===== config.mk =====
export PLATFORM = sky130hd
export DESIGN_NAME = radix_text_integer_parser_top
export DESIGN_NICKNAME = d
export VERILOG_FILES = /design/src/rtip_pkg.sv /design/src/radix_text_integer_parser_top.sv
export SDC_FILE = /design/constraint.sdc
export NUM_CORES = 1
export LEC_CHECK = 0
export ABC_AREA = 0
export BUFFER_PORTS_ARGS = -buffer_cell sky130_fd_sc_hd__buf_2
export CORE_MARGIN = 3
export CORE_UTILIZATION = 40
export DETAILED_ROUTE_END_ITERATION = 8
export GPL_ROUTABILITY_DRIVEN = 0
export PLACE_DENSITY = 0.59
export SYNTH_ARGS = -nofsm -noshare
export SYNTH_HDL_FRONTEND = slang
export SYNTH_SLANG_ARGS = --single-unit

===== constraint.sdc =====
create_clock -name clk -period 10.5 [get_ports clk]
set_input_delay 1.05 -clock clk [delete_from_list [all_inputs] [get_ports clk]]
set_output_delay 1.05 -clock clk [all_outputs]
set_load 0.05 [all_outputs]

===== src/rtip_pkg.sv =====
`timescale 1ns / 1ps

package rtip_pkg;

  // default widths of the result word and the position counter
  localparam int WORD_BITS_DEF = 32;
  localparam int POS_BITS_DEF  = 16;

  // configuration port
  localparam int RADIX_BITS   = 6;
  localparam int CFG_IDX_BITS = 1;
  localparam int CFG_DATA_BITS = RADIX_BITS;

  localparam logic [CFG_IDX_BITS-1:0] CFG_RADIX       = 1'd0;
  localparam logic [CFG_IDX_BITS-1:0] CFG_SIGNED_MODE = 1'd1;

  localparam logic [RADIX_BITS-1:0] RADIX_RESET       = 6'd10;
  localparam logic                  SIGNED_MODE_RESET = 1'b1;

  // bases that the prefix logic picks
  localparam logic [RADIX_BITS-1:0] BASE_DEC = 6'd10;
  localparam logic [RADIX_BITS-1:0] BASE_OCT = 6'd8;
  localparam logic [RADIX_BITS-1:0] BASE_HEX = 6'd16;
  localparam logic [RADIX_BITS-1:0] BASE_AUTO = 6'd0;

  // characters
  localparam logic [7:0] CH_SPACE = 8'h20;
  localparam logic [7:0] CH_TAB   = 8'h09;
  localparam logic [7:0] CH_CR    = 8'h0D;
  localparam logic [7:0] CH_PLUS  = 8'h2B;
  localparam logic [7:0] CH_MINUS = 8'h2D;
  localparam logic [7:0] CH_ZERO  = 8'h30;
  localparam logic [7:0] CH_NINE  = 8'h39;
  localparam logic [7:0] CH_UA    = 8'h41;
  localparam logic [7:0] CH_UZ    = 8'h5A;
  localparam logic [7:0] CH_LA    = 8'h61;
  localparam logic [7:0] CH_LZ    = 8'h7A;
  localparam logic [7:0] CH_UX    = 8'h58;
  localparam logic [7:0] CH_LX    = 8'h78;
  localparam logic [7:0] UPPER_OFS = 8'd55;  // 'A' - 10
  localparam logic [7:0] LOWER_OFS = 8'd87;  // 'a' - 10

  // digit value of one character
  typedef struct packed {
    logic                  ok;
    logic [RADIX_BITS-1:0] val;
  } digit_t;

  function automatic digit_t char_digit(input logic [7:0] c);
    digit_t d;
    logic [7:0] t;
    d.ok  = 1'b0;
    d.val = '0;
    t     = '0;
    if (c >= CH_ZERO && c <= CH_NINE) begin
      t = c - CH_ZERO;
      d.ok = 1'b1;
    end else if (c >= CH_UA && c <= CH_UZ) begin
      t = c - UPPER_OFS;
      d.ok = 1'b1;
    end else if (c >= CH_LA && c <= CH_LZ) begin
      t = c - LOWER_OFS;
      d.ok = 1'b1;
    end
    d.val = t[RADIX_BITS-1:0];
    return d;
  endfunction

endpackage


===== src/radix_text_integer_parser_top.sv =====
`timescale 1ns / 1ps

// text integer parser, one character beat per cycle unless the result side stalls
// a character is captured in the input register, parsed from there, and its result is held in the result register
// throughput: one character per cycle while the result register is not stalled; the digit step is one multiply-add
// and compare into the accumulator, done between the input register and the result register
// reset: synchronous active-low rst_n empties both registers, parser idle,
// radix 10 and signed mode on
module radix_text_integer_parser_top #(
  parameter int WORD_BITS = rtip_pkg::WORD_BITS_DEF,
  parameter int POS_BITS  = rtip_pkg::POS_BITS_DEF
) (
  input  logic                              clk,
  input  logic                              rst_n,
  // configuration
  input  logic                              cfg_valid,
  output logic                              cfg_ready,
  input  logic [rtip_pkg::CFG_IDX_BITS-1:0] cfg_index,
  input  logic [rtip_pkg::CFG_DATA_BITS-1:0] cfg_data,
  // characters in
  input  logic                              in_valid,
  output logic                              in_stall,
  input  logic [7:0]                        in_ch,
  input  logic                              in_first,
  // results out
  output logic                              out_valid,
  input  logic                              out_stall,
  output logic [WORD_BITS-1:0]              out_value,
  output logic                              out_had_digits,
  output logic                              out_overflowed,
  output logic [POS_BITS-1:0]               out_end_offset
);

  localparam int RB = rtip_pkg::RADIX_BITS;
  localparam int PW = WORD_BITS + RB + 1;
  localparam logic [WORD_BITS-1:0] WHALF = {1'b1, {(WORD_BITS-1){1'b0}}};
  localparam logic [WORD_BITS-1:0] WMAX  = {WORD_BITS{1'b1}};
  localparam logic [POS_BITS-1:0]  PMAX  = {POS_BITS{1'b1}};

  typedef enum logic [2:0] {
    PH_IDLE,
    PH_LEAD,
    PH_SIGNED,
    PH_ZERO,
    PH_DIGITS
  } phase_t;

  // configuration registers
  logic [RB-1:0] radix_r;
  logic          signed_mode_r;

  // input register
  logic       in_valid_r;
  logic [7:0] ch_r;
  logic       first_r;

  // parser state
  phase_t               phase_r, phase_nxt;
  logic [WORD_BITS-1:0] acc_r, acc_nxt;
  logic                 neg_r, neg_nxt;
  logic [RB-1:0]        base_r, base_nxt;
  logic                 ds_r, ds_nxt;
  logic                 ovf_r, ovf_nxt;
  logic [POS_BITS-1:0]  pos_r, pos_nxt;

  // result register
  logic                 out_valid_r;
  logic [WORD_BITS-1:0] value_r, value_nxt;
  logic                 had_digits_r, had_digits_nxt;
  logic                 overflowed_r, overflowed_nxt;
  logic [POS_BITS-1:0]  end_offset_r, end_offset_nxt;

  logic out_free;
  logic proc_go;
  logic emit;

  // view of the state this character sees
  phase_t               cur_phase;
  logic [WORD_BITS-1:0] cur_acc;
  logic                 cur_neg;
  logic [RB-1:0]        cur_base;
  logic                 cur_ds;
  logic                 cur_ovf;
  logic [POS_BITS-1:0]  cur_pos;

  logic                 start;
  logic                 do_digit;
  logic [RB-1:0]        base_d;
  logic                 ds_in;
  rtip_pkg::digit_t     dig;
  logic [WORD_BITS-1:0] limit;
  logic [PW-1:0]        prod;
  logic                 is_space;

  assign cfg_ready = 1'b1;

  // handshake between the two registers
  assign out_free = !out_valid_r || !out_stall;
  assign proc_go  = in_valid_r && out_free;
  assign in_stall = in_valid_r && !out_free;

  assign out_valid      = out_valid_r;
  assign out_value      = value_r;
  assign out_had_digits = had_digits_r;
  assign out_overflowed = overflowed_r;
  assign out_end_offset = end_offset_r;

  // one character step
  always_comb begin
    // a first-marked character restarts the parse
    if (first_r) begin
      cur_phase = PH_LEAD;
      cur_acc   = '0;
      cur_neg   = 1'b0;
      cur_base  = radix_r;
      cur_ds    = 1'b0;
      cur_ovf   = 1'b0;
      cur_pos   = '0;
    end else begin
      cur_phase = phase_r;
      cur_acc   = acc_r;
      cur_neg   = neg_r;
      cur_base  = base_r;
      cur_ds    = ds_r;
      cur_ovf   = ovf_r;
      cur_pos   = pos_r;
    end

    phase_nxt = cur_phase;
    acc_nxt   = cur_acc;
    neg_nxt   = cur_neg;
    base_nxt  = cur_base;
    ds_nxt    = cur_ds;
    ovf_nxt   = cur_ovf;
    pos_nxt   = cur_pos;
    emit      = 1'b0;
    start     = 1'b0;
    do_digit  = 1'b0;
    base_d    = (cur_base == rtip_pkg::BASE_AUTO) ? rtip_pkg::BASE_DEC : cur_base;
    ds_in     = cur_ds;
    dig       = rtip_pkg::char_digit(ch_r);
    is_space  = (ch_r == rtip_pkg::CH_SPACE) ||
                (ch_r >= rtip_pkg::CH_TAB && ch_r <= rtip_pkg::CH_CR);

    unique case (cur_phase)
      PH_IDLE: begin
      end
      PH_LEAD: begin
        if (is_space) begin
        end else if (ch_r == rtip_pkg::CH_MINUS) begin
          neg_nxt   = 1'b1;
          phase_nxt = PH_SIGNED;
        end else if (ch_r == rtip_pkg::CH_PLUS) begin
          phase_nxt = PH_SIGNED;
        end else begin
          start = 1'b1;
        end
      end
      PH_SIGNED: begin
        start = 1'b1;
      end
      PH_ZERO: begin
        if (ch_r == rtip_pkg::CH_LX || ch_r == rtip_pkg::CH_UX) begin
          base_nxt  = rtip_pkg::BASE_HEX;
          phase_nxt = PH_DIGITS;
        end else begin
          // the held zero counts as a digit, then this character is taken as a digit or ends the number
          base_d    = (cur_base == rtip_pkg::BASE_AUTO) ? rtip_pkg::BASE_OCT : cur_base;
          ds_in     = 1'b1;
          do_digit  = 1'b1;
          phase_nxt = PH_DIGITS;
        end
      end
      PH_DIGITS: begin
        do_digit = 1'b1;
      end
      default: begin
      end
    endcase

    // first character after whitespace and sign
    if (start) begin
      if (ch_r == rtip_pkg::CH_ZERO &&
          (cur_base == rtip_pkg::BASE_AUTO || cur_base == rtip_pkg::BASE_HEX)) begin
        phase_nxt = PH_ZERO;
      end else begin
        do_digit  = 1'b1;
        phase_nxt = PH_DIGITS;
      end
    end

    // saturation limit, sign mode read live
    if (signed_mode_r) begin
      limit = cur_neg ? WHALF : WHALF - WORD_BITS'(1);
    end else begin
      limit = WMAX;
    end

    // multiply-add; over the limit means overflow
    prod = PW'(cur_acc) * PW'(base_d) + PW'(dig.val);

    if (do_digit) begin
      base_nxt = base_d;
      ds_nxt   = ds_in;
      if (!dig.ok || dig.val >= base_d) begin
        emit      = 1'b1;
        phase_nxt = PH_IDLE;
      end else begin
        ds_nxt = 1'b1;
        if (cur_ovf || prod > PW'(limit)) begin
          ovf_nxt = 1'b1;
        end else begin
          acc_nxt = prod[WORD_BITS-1:0];
        end
      end
    end

    // saturating character position
    if (cur_phase != PH_IDLE && cur_pos != PMAX) begin
      pos_nxt = cur_pos + POS_BITS'(1);
    end

    // result of an ending character
    if (cur_ovf) begin
      value_nxt = limit;
    end else if (cur_neg) begin
      value_nxt = WORD_BITS'(0) - cur_acc;
    end else begin
      value_nxt = cur_acc;
    end
    had_digits_nxt = ds_in;
    overflowed_nxt = cur_ovf;
    end_offset_nxt = ds_in ? cur_pos : '0;
  end

  // state, input register and result register
  always_ff @(posedge clk) begin
    if (!rst_n) begin
      radix_r       <= rtip_pkg::RADIX_RESET;
      signed_mode_r <= rtip_pkg::SIGNED_MODE_RESET;
      in_valid_r    <= 1'b0;
      out_valid_r   <= 1'b0;
      phase_r       <= PH_IDLE;
      acc_r         <= '0;
      neg_r         <= 1'b0;
      base_r        <= '0;
      ds_r          <= 1'b0;
      ovf_r         <= 1'b0;
      pos_r         <= '0;
    end else begin
      // configuration writes
      if (cfg_valid) begin
        unique case (cfg_index)
          rtip_pkg::CFG_RADIX:       radix_r       <= cfg_data;
          rtip_pkg::CFG_SIGNED_MODE: signed_mode_r <= cfg_data[0];
          default: begin
          end
        endcase
      end

      // input beat
      if (!in_stall) begin
        in_valid_r <= in_valid;
        ch_r       <= in_ch;
        first_r    <= in_first;
      end

      // parse step
      if (proc_go) begin
        phase_r <= phase_nxt;
        acc_r   <= acc_nxt;
        neg_r   <= neg_nxt;
        base_r  <= base_nxt;
        ds_r    <= ds_nxt;
        ovf_r   <= ovf_nxt;
        pos_r   <= pos_nxt;
      end

      // result beat
      if (proc_go && emit) begin
        out_valid_r  <= 1'b1;
        value_r      <= value_nxt;
        had_digits_r <= had_digits_nxt;
        overflowed_r <= overflowed_nxt;
        end_offset_r <= end_offset_nxt;
      end else if (!out_stall) begin
        out_valid_r <= 1'b0;
      end
    end
  end

endmodule


==> results of run 1 <==
==> cells in the mapped netlist, types with 14 or more instances <==
| library cell | number |
|---|---|
| sky130_fd_sc_hd__a21o_1 | 23 |
| sky130_fd_sc_hd__ha_1 | 135 |
| sky130_fd_sc_hd__fa_1 | 124 |
| sky130_fd_sc_hd__xnor2_1 | 33 |
| sky130_fd_sc_hd__nor3_1 | 15 |
| sky130_fd_sc_hd__a21oi_1 | 86 |
| sky130_fd_sc_hd__nor4_1 | 14 |
| sky130_fd_sc_hd__nand4_1 | 16 |
| sky130_fd_sc_hd__o21ai_0 | 70 |
| sky130_fd_sc_hd__edfxtp_1 | 59 |
| sky130_fd_sc_hd__clkbuf_1 | 78 |
| sky130_fd_sc_hd__and2_1 | 151 |
| sky130_fd_sc_hd__nand2_1 | 161 |
| sky130_fd_sc_hd__inv_1 | 108 |
| sky130_fd_sc_hd__and3_1 | 14 |
| sky130_fd_sc_hd__dfxtp_1 | 69 |
| sky130_fd_sc_hd__xor2_1 | 23 |
| sky130_fd_sc_hd__nand2b_1 | 15 |
| sky130_fd_sc_hd__a22o_1 | 26 |
| sky130_fd_sc_hd__a211oi_1 | 32 |
| sky130_fd_sc_hd__nor2b_1 | 27 |
| sky130_fd_sc_hd__nand3_1 | 34 |
| sky130_fd_sc_hd__nor2_1 | 109 |
==> state kept, by name, indices dropped and copies added (netlist names), 3 cells and up <==
name and flops:
acc_r 32, base_r 6, ch_r 8, out_end_offset 16
out_value 32, phase_r 3, pos_r 16, radix_r 6
==> report_power, final <==
part           switching [mW]  internal, mW
registers             0.00871         0.529
logic                  0.0839        0.0354
clock network           0.258         0.365
==> final cells by class <==
cell class | count | area (sq um)
fill | 3351 | 19300
multi-input combinational | 1270 | 10200
sequential | 128 | 3150
tap | 455 | 569
timing repair buffer | 90 | 495
clock buffer | 18 | 439
inverter | 110 | 413
clock inverter | 14 | 165
==> metal layers <==
metal	track usage	part of all wire	vias up
li1	-	-	5601
met1	0.308	0.48	5668
met4	0.0604	0.023	0
met3	0.0343	0.060	49
met5	0	0	-
met2	0.314	0.43	355
==> cells in the final DEF, fill, tap and decap left out, types with 59 or more instances in the layout <==
cell type                  synthesis  layout
sky130_fd_sc_hd__a21oi_1          86      86
sky130_fd_sc_hd__ha_1            135     135
sky130_fd_sc_hd__dfxtp_1          69      68
sky130_fd_sc_hd__and2_1          151     151
sky130_fd_sc_hd__nor2_1          109     109
sky130_fd_sc_hd__inv_1           108     108
sky130_fd_sc_hd__o21ai_0          70      70
sky130_fd_sc_hd__edfxtp_1         59      59
sky130_fd_sc_hd__buf_2            12      72
sky130_fd_sc_hd__nand2_1         161     161
sky130_fd_sc_hd__fa_1            124     124
==> stage by stage <==
stage               power (mW)  area [sq um]  worst slack, ps   util  instances
detailed placement       0.667         14800              849  0.427       2053
global route              1.32         15400              126  0.445       2085
global placement         0.666         14800             1140  0.427       2053
CTS                       1.29         15400              795  0.445       2085
finish                    1.28         15400             1030  0.445       2085
floorplan                0.630         14200             1950      -       1611
==> kinds of logic (layout without fill, tap and decap cells) <==
kind of cell / after synthesis / count (layout) / synth area share
AND/OR/NAND/NOR: 596 / 596 / 0.218
buffers and inverters: 213 / 232 / 0.0590
AO/OA/AOI/OAI: 347 / 347 / 0.164
adder cells (fa/ha/maj): 259 / 259 / 0.294
multiplexers: 11 / 11 / 0.00776
other: 1 / 1 / 0.000264
flip-flops: 128 / 128 / 0.222
XOR/XNOR: 56 / 56 / 0.0346
==> final timing paths <==
kind,end,cells after the start
worst max-delay path,acc_r[21],38
worst min-delay path,base_r[1],2
worst max register to register,acc_r[21],38
worst min register to register,base_r[1],2
==> what timing repair did <==
| item | in CTS | in global routing |
|---|---|---|
| hold buffers | 0 | 0 |
| endpoints found under the hold margin | 0 | 0 |
| resized for setup | 0 | 2 |
| setup endpoints to repair | 0 | 25 |
==> critical path: cells and delay by family, from the launching register on <==
kind            cells  cell delay (ps)
buf+inv             7              990
fa+ha+maj           6             2640
xor+xnor            1              120
compound gates     14             2680
flops               1              440
simple gates       10             2490
==> results by stage, run 1 <==
Status:
- The flow ran to the end, and the final reports show no timing, DRC or antenna violations.

Finish:
- The count of antenna diodes in the layout is 0.
- The share of cells above drive strength 1 is 0.0890.
- The net count of the finished layout is 1897.
- The layout overhead on the synthesized area is 8.90%.

Timing:
- In the final timing run, aggregate negative setup slack is 0 ps.
- The worst hold slack after final layout is 479 ps.
- The maximum clock frequency is 0.106 GHz.
- Of the available clock period, the critical path in the final layout requires 0.902.
- Headroom to the max-slew limit came out at 0.234.
- The count of final hold-check violations was 0.
- Between clock sinks in the finished design, the worst skew comes to 16.0 ps.
- Setup repair after global routing left no endpoint under its margin.
- The number of setup violations in the final report is 0.
- The number of pins exceeding their max-slew limit in the final report is 0.
- The actual transition at the worst max-transition pin is 1150 ps.
- The smallest clock period supported by the final layout is computed as 9470 ps.

Critical path:
- The class of the most critical setup path is register to register.
- The internal reg-to-reg setup slack is 1030 ps.
- The largest driver fanout on the critical path is 27.
- The standard cell with the maximum stage delay on the critical path is sky130_fd_sc_hd__or4_1.
- For the worst setup path, the data arrival time is 9800 ps.
- The startpoint of the most critical setup path is base_r[4].
- Data on the critical path is required at its endpoint by 10830 ps.
- The kind of start point of the critical path is a register.
- The startpoint identified for the worst register-to-register timing path is base_r[4].
- The capturing element type of the critical path is a register.
- The most numerous cell type found on the critical path is sky130_fd_sc_hd__a21oi_1.
- The largest single stage delay on the critical path is 560 ps.

Pwr:
- IR analysis of the VDD net gives a maximum drop of 0.108 mV.
- Power spread over the standard cell area amounts to 82.9 mW/mm^2.
- The leakage component of the power is 7.30 nW.

Detailed routing:
- The count of unresolved DRC violations after routing is 0.
- The average detailed-routed wire length per instance is 18.7 um.
- In the routed layout, each cell is associated on average with a via count of 5.60.
- The iteration-0 DRC count of the detailed router is 883.
- For this block, the routed nets add up to 39.0 mm of wire.
- The routed layout has 11700 vias.
- The detail route stage leaves a number of antenna-violating nets equal to 0.
- The iteration count of the initial detailed-routing pass is 5.

Floorplanning:
- From bottom edge to top edge, the die measures 194 um.
- The overall die area is 0.0377 sq mm.
- The initial standard-cell utilization of the core is 0.409.
- During I/O placement, the number of pins put on the boundary was 74.
- The area of the core is 0.0347 sq mm.
- The row count is 68.
- The die boundary width is 194 um.

Clock network:
- After clock tree synthesis, the clock-pin slew on the worst setup and hold paths is 70 ps.
- The clock sink count is 128.
- TritonCTS created 17 clock buffers.
- The total setup buffers inserted after CTS is 0.
- The clock passes through at most 2 buffers.
- TritonCTS built the clock tree.
- The buffer cell driving the clock tree root is sky130_fd_sc_hd__clkbuf_16.
- The H-tree generated during clock tree synthesis spans 4 levels.
- The insertion delay to the later sink of the worst-skew pair is 440 ps.

Hold path:
- The startpoint of the lowest-slack hold path is base_r[1].
- The min-delay analysis places its worst path in the category register to register.

Logic synthesis:
- The share of the Yosys chip area taken by registers is 0.222.
- The area share of the largest cell type after synthesis is 0.175.
- In the synthesized netlist, the number of instances is 1611.
- The number of enable flip-flop cells after synthesis is 59.
- Counting flops with an async set or reset pin after synthesis yields a share of 0.
- The net count after synthesis is 1891.
- The mean instance size in the synthesized netlist is 8.80 sq um.
- The predominant post-synthesis flop cell is sky130_fd_sc_hd__dfxtp_1.
- The count of yosys warnings during synthesis is 0.
- After synthesis the cells add up to 0.0142 sq mm.
- The synthesized netlist contains 86 unique library cells.
- The cell taking the most area after synthesis is sky130_fd_sc_hd__fa_1.
- Ranked by total cell area, the synthesized netlist is headed by sky130_fd_sc_hd__fa_1, sky130_fd_sc_hd__edfxtp_1, sky130_fd_sc_hd__ha_1, sky130_fd_sc_hd__dfxtp_1, sky130_fd_sc_hd__and2_1.
- In this run, synthesis produced a sequential element count of 128.

Global routing:
- The initial antenna violation count is 0.
- The aggregate global routing overflow is 0.
- The largest net degree at the start of global routing is 62.
- The total routing usage reported by global routing is 0.208.
- The first global-routing pass estimated 63.6 mm of wire.
- The via count of the first global-routing pass is 11400.

Placed design:
- The wire-length estimate of the detail-placed layout is 30.5 mm.
- The number of buffer cells added on primary ports is 72.

Job:
- The number of max-cap violations is 0.
No activity file was read; power rests on OpenSTA's default activity.
==> run 2, diff against run 1 <==
--- a/config.mk
+++ b/config.mk
@@ -7,8 +7,9 @@
 export LEC_CHECK = 0
 export ABC_AREA = 0
 export BUFFER_PORTS_ARGS = -buffer_cell sky130_fd_sc_hd__buf_2
-export CORE_MARGIN = 3
+export CORE_MARGIN = 8
 export CORE_UTILIZATION = 40
+export CTS_BUF_LIST = sky130_fd_sc_hd__clkbuf_8
 export DETAILED_ROUTE_END_ITERATION = 8
 export GPL_ROUTABILITY_DRIVEN = 0
 export PLACE_DENSITY = 0.59
==> run 2 against run 1 <==
  * Non-clock buffer count unchanged
  * Die area increased by 11%
  * Sequential share of layout area increased by 0.17 points
  * Fmax decreased by 1.7%
  * Clock power decreased by 17%
  * Cell count increased by 0.34%
  * Utilization decreased by 1.0 points
  * Wire length decreased by 0.70%
  * Global-route usage decreased by 1.9 points
  * Sequential power about the same
  * Combinational power about the same
  * Largest cell class unchanged
  * Highest routed layer unchanged
==> results by stage, run 2 (synthesis gave the netlist of run 1 again) <==
Floorplanning:
- The die boundary width is 204 um (was 194 um).
- The height of the die is 204 um (was 194 um).
- The area of the core is 0.0352 sq mm (was 0.0347 sq mm).
- The overall die area is 0.0417 sq mm (was 0.0377 sq mm).
- The total I/O pin count was 74 (unchanged).
- The initial standard-cell utilization of the core is 0.403 (was 0.409).
- The row count is 69 (was 68).

Global routing:
- The total routing usage reported by global routing is 0.189 (was 0.208).
- The largest net degree at the start of global routing is 54 (was 62).
- The aggregate global routing overflow came to 0 (unchanged).
- The initial antenna violation count came to 0 (unchanged).
- The via count of the first global-routing pass was 11500 (was 11400).
- The wire length of the first global-routing pass came to 63.5 mm (was 63.6 mm).

Placed design:
- The number of buffer cells added on primary ports came to 72 (unchanged).
- The half-perimeter wire length after detailed placement came to 30.5 mm (about the same).
- The placed instance count is 2059 (was 2053).

Timing:
- The clock period minus worst slack is 9640 ps (was 9470 ps).
- The max-slew headroom at the worst pin was 0.333 (was 0.234).
- The share of the clock period used by the worst path after layout was 0.918 (was 0.902).
- The number of setup violations in the final report is 0 (unchanged).
- The actual transition at the worst max-transition pin is 1000 ps (was 1150 ps).
- The number of pins exceeding their max-slew limit in the final report is 0 (unchanged).
- The maximum clock frequency is 0.104 GHz (was 0.106 GHz).
- The final clock skew is 20.3 ps (was 16.0 ps).
- The count of final hold-check violations is 0 (unchanged).
- Setup repair after global routing missed its margin: false (unchanged).
- The summed negative setup slack over all endpoints is 0 ps (unchanged).

Finish:
- The net count of the finished layout is 1897 (unchanged).
- Top library cells by usage in the layout, fill and taps aside: sky130_fd_sc_hd__nand2_1, sky130_fd_sc_hd__and2_1, sky130_fd_sc_hd__ha_1 (unchanged).
- The most common cell after layout, fill and taps aside is sky130_fd_sc_hd__nand2_1 (unchanged).
- The share of cells above drive strength 1 is 0.0871 (was 0.0890).
- The layout overhead on the synthesized area is 7.99% (was 8.90%).
- The number of standard cells in the layout, taps in and fillers out is 2092 (was 2085).

Critical path:
- The critical path's most frequent cell is sky130_fd_sc_hd__a21oi_1 (unchanged).
- The longest individual stage delay on the worst path is 670 ps (was 560 ps).
- The destination of the worst register-to-register timing path is acc_r[4] (was acc_r[21]).
- The worst flop-to-flop path startpoint is first_r (was base_r[4]).
- The internal reg-to-reg setup slack is 860 ps (was 1030 ps).
- The kind of start point of the critical path is a register (unchanged).
- The capturing element type of the critical path was a register (unchanged).
- The largest driver fanout on the critical path is 19 (was 27).
- The class of the most critical setup path was register to register (unchanged).
- The critical path required time came to 10860 ps (was 10830 ps).
- The path depth of the worst reg2reg path was 35 (was 38).
- The standard cell with the maximum stage delay on the critical path was sky130_fd_sc_hd__edfxtp_1 (was sky130_fd_sc_hd__or4_1).
- The data arrival time of the critical path was 10000 ps (was 9800 ps).

Detailed routing:
- The count of unresolved DRC violations after routing was 0 (unchanged).
- The routed wire length is 38.7 mm (was 39.0 mm).
- The average detailed-routed wire length per instance is 18.5 um (was 18.7 um).
- The iteration-0 DRC count of the detailed router is 802 (was 883).
- The number of vias after detailed routing is 11600 (was 11700).
- The mean number of vias per cell was 5.56 (was 5.60).
- The iteration count of the initial detailed-routing pass was 5 (unchanged).
- The number of nets with antenna violations after detailed routing is 0 (unchanged).

Hold path:
- The worst-case hold path end point was base_r[1] (unchanged).
- The worst min-delay path category was register to register (unchanged).
- The count of cells along the worst hold path came to 2 (unchanged).
- The startpoint of the lowest-slack hold path is base_r[1] (unchanged).

Pwr:
- The peak ir drop on the vdd network is 0.0793 mV (was 0.108 mV).
- The power density over the cells was 76.9 mW/mm^2 (was 82.9 mW/mm^2).
- The leakage component of the power is 7.23 nW (was 7.30 nW).

Clock network:
- The TritonCTS clock tree was yes (unchanged).
- The worst-case clock buffer depth is 2 (unchanged).
- The number of H-tree levels was 4 (unchanged).
- The clock sink count is 128 (unchanged).
- The total clock buffers created by CTS is 17 (unchanged).
- The buffer cell driving the clock tree root is sky130_fd_sc_hd__clkbuf_8 (was sky130_fd_sc_hd__clkbuf_16).
- The clock-pin slew of the registers on the worst-case setup and hold paths is 90 ps (was 70 ps).
- The insertion delay to the later sink of the worst-skew pair came to 470 ps (was 440 ps).

Status:
- Run status: completed (unchanged).

Job:
- The number of max-cap violations came to 0 (unchanged).
run 2: critical path, delay by kind of cell (launching register included):
kind,cells,cell delay [ps]
AO/OA/AOI/OAI,12,2700
XOR/XNOR,1,260
adder cells (fa/ha/maj),6,2700
buffers and inverters,5,480
flip-flops,1,670
AND/OR/NAND/NOR,11,2710
run 2: cell type report:
class	count	area [sq um]
multi-input cells	1270	10200
repair buffers	90	495
clock inverters	13	205
inverters	110	413
well taps	461	577
diodes	1	2.50
flip-flops and latches	128	3150
clock buffers	19	262
fillers	3428	19900
run 2: power by group:
group | switching, mW | leakage [nW] | internal, mW | total [mW]
Clock | 0.222 | 0.233 | 0.296 | 0.518
Sequential | 0.0102 | 1.13 | 0.529 | 0.539
Combinational | 0.0850 | 5.88 | 0.0353 | 0.120
Total | 0.317 | 7.23 | 0.860 | 1.18
run 2: through the flow:
| stage | setup WS, ps | hold WS, ps | area [sq um] | utilization | power [mW] |
|---|---|---|---|---|---|
| 2_1_floorplan | 1950 | 444 | 14200 | - | 0.630 |
| 3_3_place_gp | 986 | 455 | 14800 | 0.421 | 0.667 |
| 3_5_place_dp | 836 | 465 | 14800 | 0.421 | 0.669 |
| 4_1_cts | 748 | 475 | 15300 | 0.435 | 1.18 |
| 5_1_grt | 178 | 499 | 15300 | 0.435 | 1.21 |
| 6_report | 865 | 473 | 15300 | 0.435 | 1.18 |
run 2: worst max-delay path by stage:
stage,startpoint,end,slack [ps],cells past startpoint
3_5_place_dp,first_r,acc_r[4],840,36
3_3_place_gp,first_r,acc_r[7],990,36
4_1_cts,first_r,acc_r[4],750,36
6_report,first_r,acc_r[4],860,35
2_1_floorplan,first_r,acc_r[22],1950,34
5_1_grt,first_r,acc_r[6],180,35
run 2: what timing repair did:
action / in CTS / in global routing
buffers inserted: 0 / 0
hold buffers: 0 / 0
gates resized for setup: 0 / 1
setup endpoints to repair: 0 / 2
run 2: routing by layer:
metal | vias to the layer above | GRT usage | share of wire
li1 | 5592 | - | -
met2 | 330 | 0.294 | 0.45
met5 | - | 0 | 0
met4 | 0 | 0.0597 | 0.020
met1 | 5683 | 0.270 | 0.48
met3 | 34 | 0.0228 | 0.054
==> run 3, diff against run 2 <==
==> constraint.sdc (replaced) <==
create_clock -name clk -period 10.82 [get_ports clk]
set_input_delay 1.082 -clock clk [delete_from_list [all_inputs] [get_ports clk]]
set_output_delay 1.082 -clock clk [all_outputs]
set_load 0.05 [all_outputs]
==> run 3 against run 2 <==
  * Utilization about the same
  * Clock power decreased by 4%
  * Cell area about the same
  * Global-route usage decreased by 0.22 points
  * Critical path depth increased by 1
  * Fmax decreased by 4.3%
  * Total power decreased by 3.4%
  * Sequential power decreased by 3%
  * Combinational power decreased by 3%
==> results by stage, run 3 (synthesis gave the netlist of run 1 again) <==
Status:
- Run status: completed (unchanged).

Finish:
- The most common cell after layout, fill and taps aside is sky130_fd_sc_hd__nand2_1 (unchanged).
- The filler cell count is 3457 (was 3428).
- The core occupancy in the finished layout is 0.435 (about the same).
- Top library cells by usage in the layout, fill and taps aside: sky130_fd_sc_hd__nand2_1, sky130_fd_sc_hd__and2_1, sky130_fd_sc_hd__ha_1 (unchanged).
- The count of antenna diodes in the layout came to 0 (was 1).
- The layout overhead on the synthesized area is 7.93% (was 7.99%).
- The number of standard cells in the layout, taps in and fillers out came to 2090 (was 2092).
- The share of cells above drive strength 1 is 0.0866 (was 0.0871).
- The net count of the finished layout was 1896 (was 1897).

Clock network:
- The worst-case clock buffer depth is 2 (unchanged).
- The quantity of gates resized following cts came to 0 (unchanged).
- The total clock buffers created by CTS came to 17 (unchanged).
- The buffer cell driving the clock tree root is sky130_fd_sc_hd__clkbuf_8 (unchanged).
- The TritonCTS clock tree is yes (unchanged).
- The insertion delay to the later sink of the worst-skew pair was 470 ps (about the same).
- The number of H-tree levels is 4 (unchanged).
- The hold buffer count at cts was 0 (unchanged).
- The clock sink count came to 128 (unchanged).
- The total setup buffers inserted after CTS is 0 (unchanged).
- The clock-pin slew of the registers on the worst-case setup and hold paths is 80 ps (was 90 ps).

Critical path:
- The critical path required time is 11180 ps (was 10860 ps).
- The internal reg-to-reg setup slack is 750 ps (was 860 ps).
- The path depth of the worst reg2reg path was 36 (was 35).
- The class of the most critical setup path is register to register (unchanged).
- The longest individual stage delay on the worst path is 790 ps (was 670 ps).
- The standard cell with the maximum stage delay on the critical path was sky130_fd_sc_hd__edfxtp_1 (unchanged).
- The kind of start point of the critical path is a register (unchanged).
- The largest driver fanout on the critical path is 27 (was 19).
- The critical path's most frequent cell is sky130_fd_sc_hd__a21oi_1 (unchanged).
- The data arrival time of the critical path is 10430 ps (was 10000 ps).
- The capturing element type of the critical path is a register (unchanged).

Global routing:
- The largest net degree at the start of global routing is 58 (was 54).
- The via count of the first global-routing pass is 11400 (was 11500).
- The total routing usage reported by global routing is 0.187 (was 0.189).
- The aggregate global routing overflow is 0 (unchanged).
- The initial antenna violation count was 0 (unchanged).
- The wire length of the first global-routing pass came to 63.1 mm (was 63.5 mm).

Timing:
- The maximum clock frequency is 0.0993 GHz (was 0.104 GHz).
- The final clock skew is 16.3 ps (was 20.3 ps).
- The summed negative setup slack over all endpoints was 0 ps (unchanged).
- The number of setup violations in the final report is 0 (unchanged).
- The worst hold slack after final layout is 475 ps (was 473 ps).
- The share of the clock period used by the worst path after layout is 0.930 (was 0.918).
- The max-slew headroom at the worst pin is 0.322 (was 0.333).
- The count of final hold-check violations is 0 (unchanged).
- The clock period minus worst slack is 10070 ps (was 9640 ps).
- The actual transition at the worst max-transition pin is 1020 ps (was 1000 ps).
- The number of pins exceeding their max-slew limit in the final report is 0 (unchanged).
- Setup repair after global routing missed its margin: false (unchanged).

Detailed routing:
- The highest metal layer used by the detailed router is met4 (unchanged).
- The average detailed-routed wire length per instance is 18.3 um (was 18.5 um).
- The mean number of vias per cell was 5.56 (about the same).
- The detailed route wirelength on metal3 is 2.36 mm (was 2.09 mm).
- The iteration-0 DRC count of the detailed router is 776 (was 802).
- The number of nets with antenna violations after detailed routing was 0 (unchanged).
- The routed wire length is 38.2 mm (was 38.7 mm).
- The routed length on met2 came to 17.6 mm (was 17.3 mm).
- The iteration count of the initial detailed-routing pass is 6 (was 5).
- The number of vias after detailed routing came to 11600 (about the same).
- The count of unresolved DRC violations after routing is 0 (unchanged).
- The routed length on met1 came to 17.8 mm (was 18.6 mm).

Floorplanning:
- The row count came to 69 (unchanged).
- The height of the die came to 204 um (unchanged).
- The overall die area is 0.0417 sq mm (unchanged).
- The area of the core is 0.0352 sq mm (unchanged).
- The initial standard-cell utilization of the core was 0.403 (unchanged).
- The die boundary width is 204 um (unchanged).
- The total I/O pin count is 74 (unchanged).

Pwr:
- The power after layout came to 1.14 mW (was 1.18 mW).
- The power density over the cells is 74.3 mW/mm^2 (was 76.9 mW/mm^2).
- The peak ir drop on the vdd network is 0.0927 mV (was 0.0793 mV).
- The leakage component of the power is 7.23 nW (about the same).

Placed design:
- The placed instance count is 2058 (was 2059).
- The half-perimeter wire length after detailed placement was 30.2 mm (was 30.5 mm).
- The number of buffer cells added on primary ports is 72 (unchanged).

Job:
- The number of max-cap violations is 0 (unchanged).

Hold path:
- The worst min-delay path category is register to register (unchanged).
- The count of cells along the worst hold path was 2 (unchanged).
-- run 3: area by class of cell --
cell class | instances | area [sq um] | share of cell area
Clock buffer | 19 | 262 | 0.0171
Clock inverter | 13 | 209 | 0.0137
Inverter | 110 | 413 | 0.0270
Multi-Input combinational cell | 1270 | 10200 | 0.667
Sequential cell | 128 | 3150 | 0.206
Tap cell | 461 | 577 | 0.0377
Timing Repair Buffer | 89 | 488 | 0.0319
-- run 3: layer usage --
layer,track usage,vias up
met2,0.302,371
met5,0,-
li1,-,5582
met4,0.0409,0
met3,0.0303,37
met1,0.259,5630
-- run 3: metrics by stage --
step                      instance area [sq um]  setup WS [ps]
after floorplan                           14200           2270
after global placement                    14800           1130
after detailed placement                  14800            840
after CTS                                 15300            760
after global routing                      15300           99.3
final                                     15300            754
-- run 3: worst max-delay path: cells and delay by family (launching register included) --
kind,cells,cell delay [ps]
buffers and inverters,6,720
XOR/XNOR,1,190
AND/OR/NAND/NOR,8,2310
flip-flops,1,790
AO/OA/AOI/OAI,15,3330
adder cells (fa/ha/maj),6,2600
-- run 3: final timing paths --
kind	from	end
worst max-delay path	first_r	acc_r[28]
worst min-delay path	base_r[1]	base_r[1]
worst max register to register	first_r	acc_r[28]
worst min register to register	base_r[1]	base_r[1]
-- run 3: where the power goes --
part           leakage [nW]  switching (mW)  internal [mW]  total [mW]
clock network         0.230           0.212          0.287       0.499
logic                  5.87          0.0818         0.0343       0.116
registers              1.13         0.00986          0.513       0.523
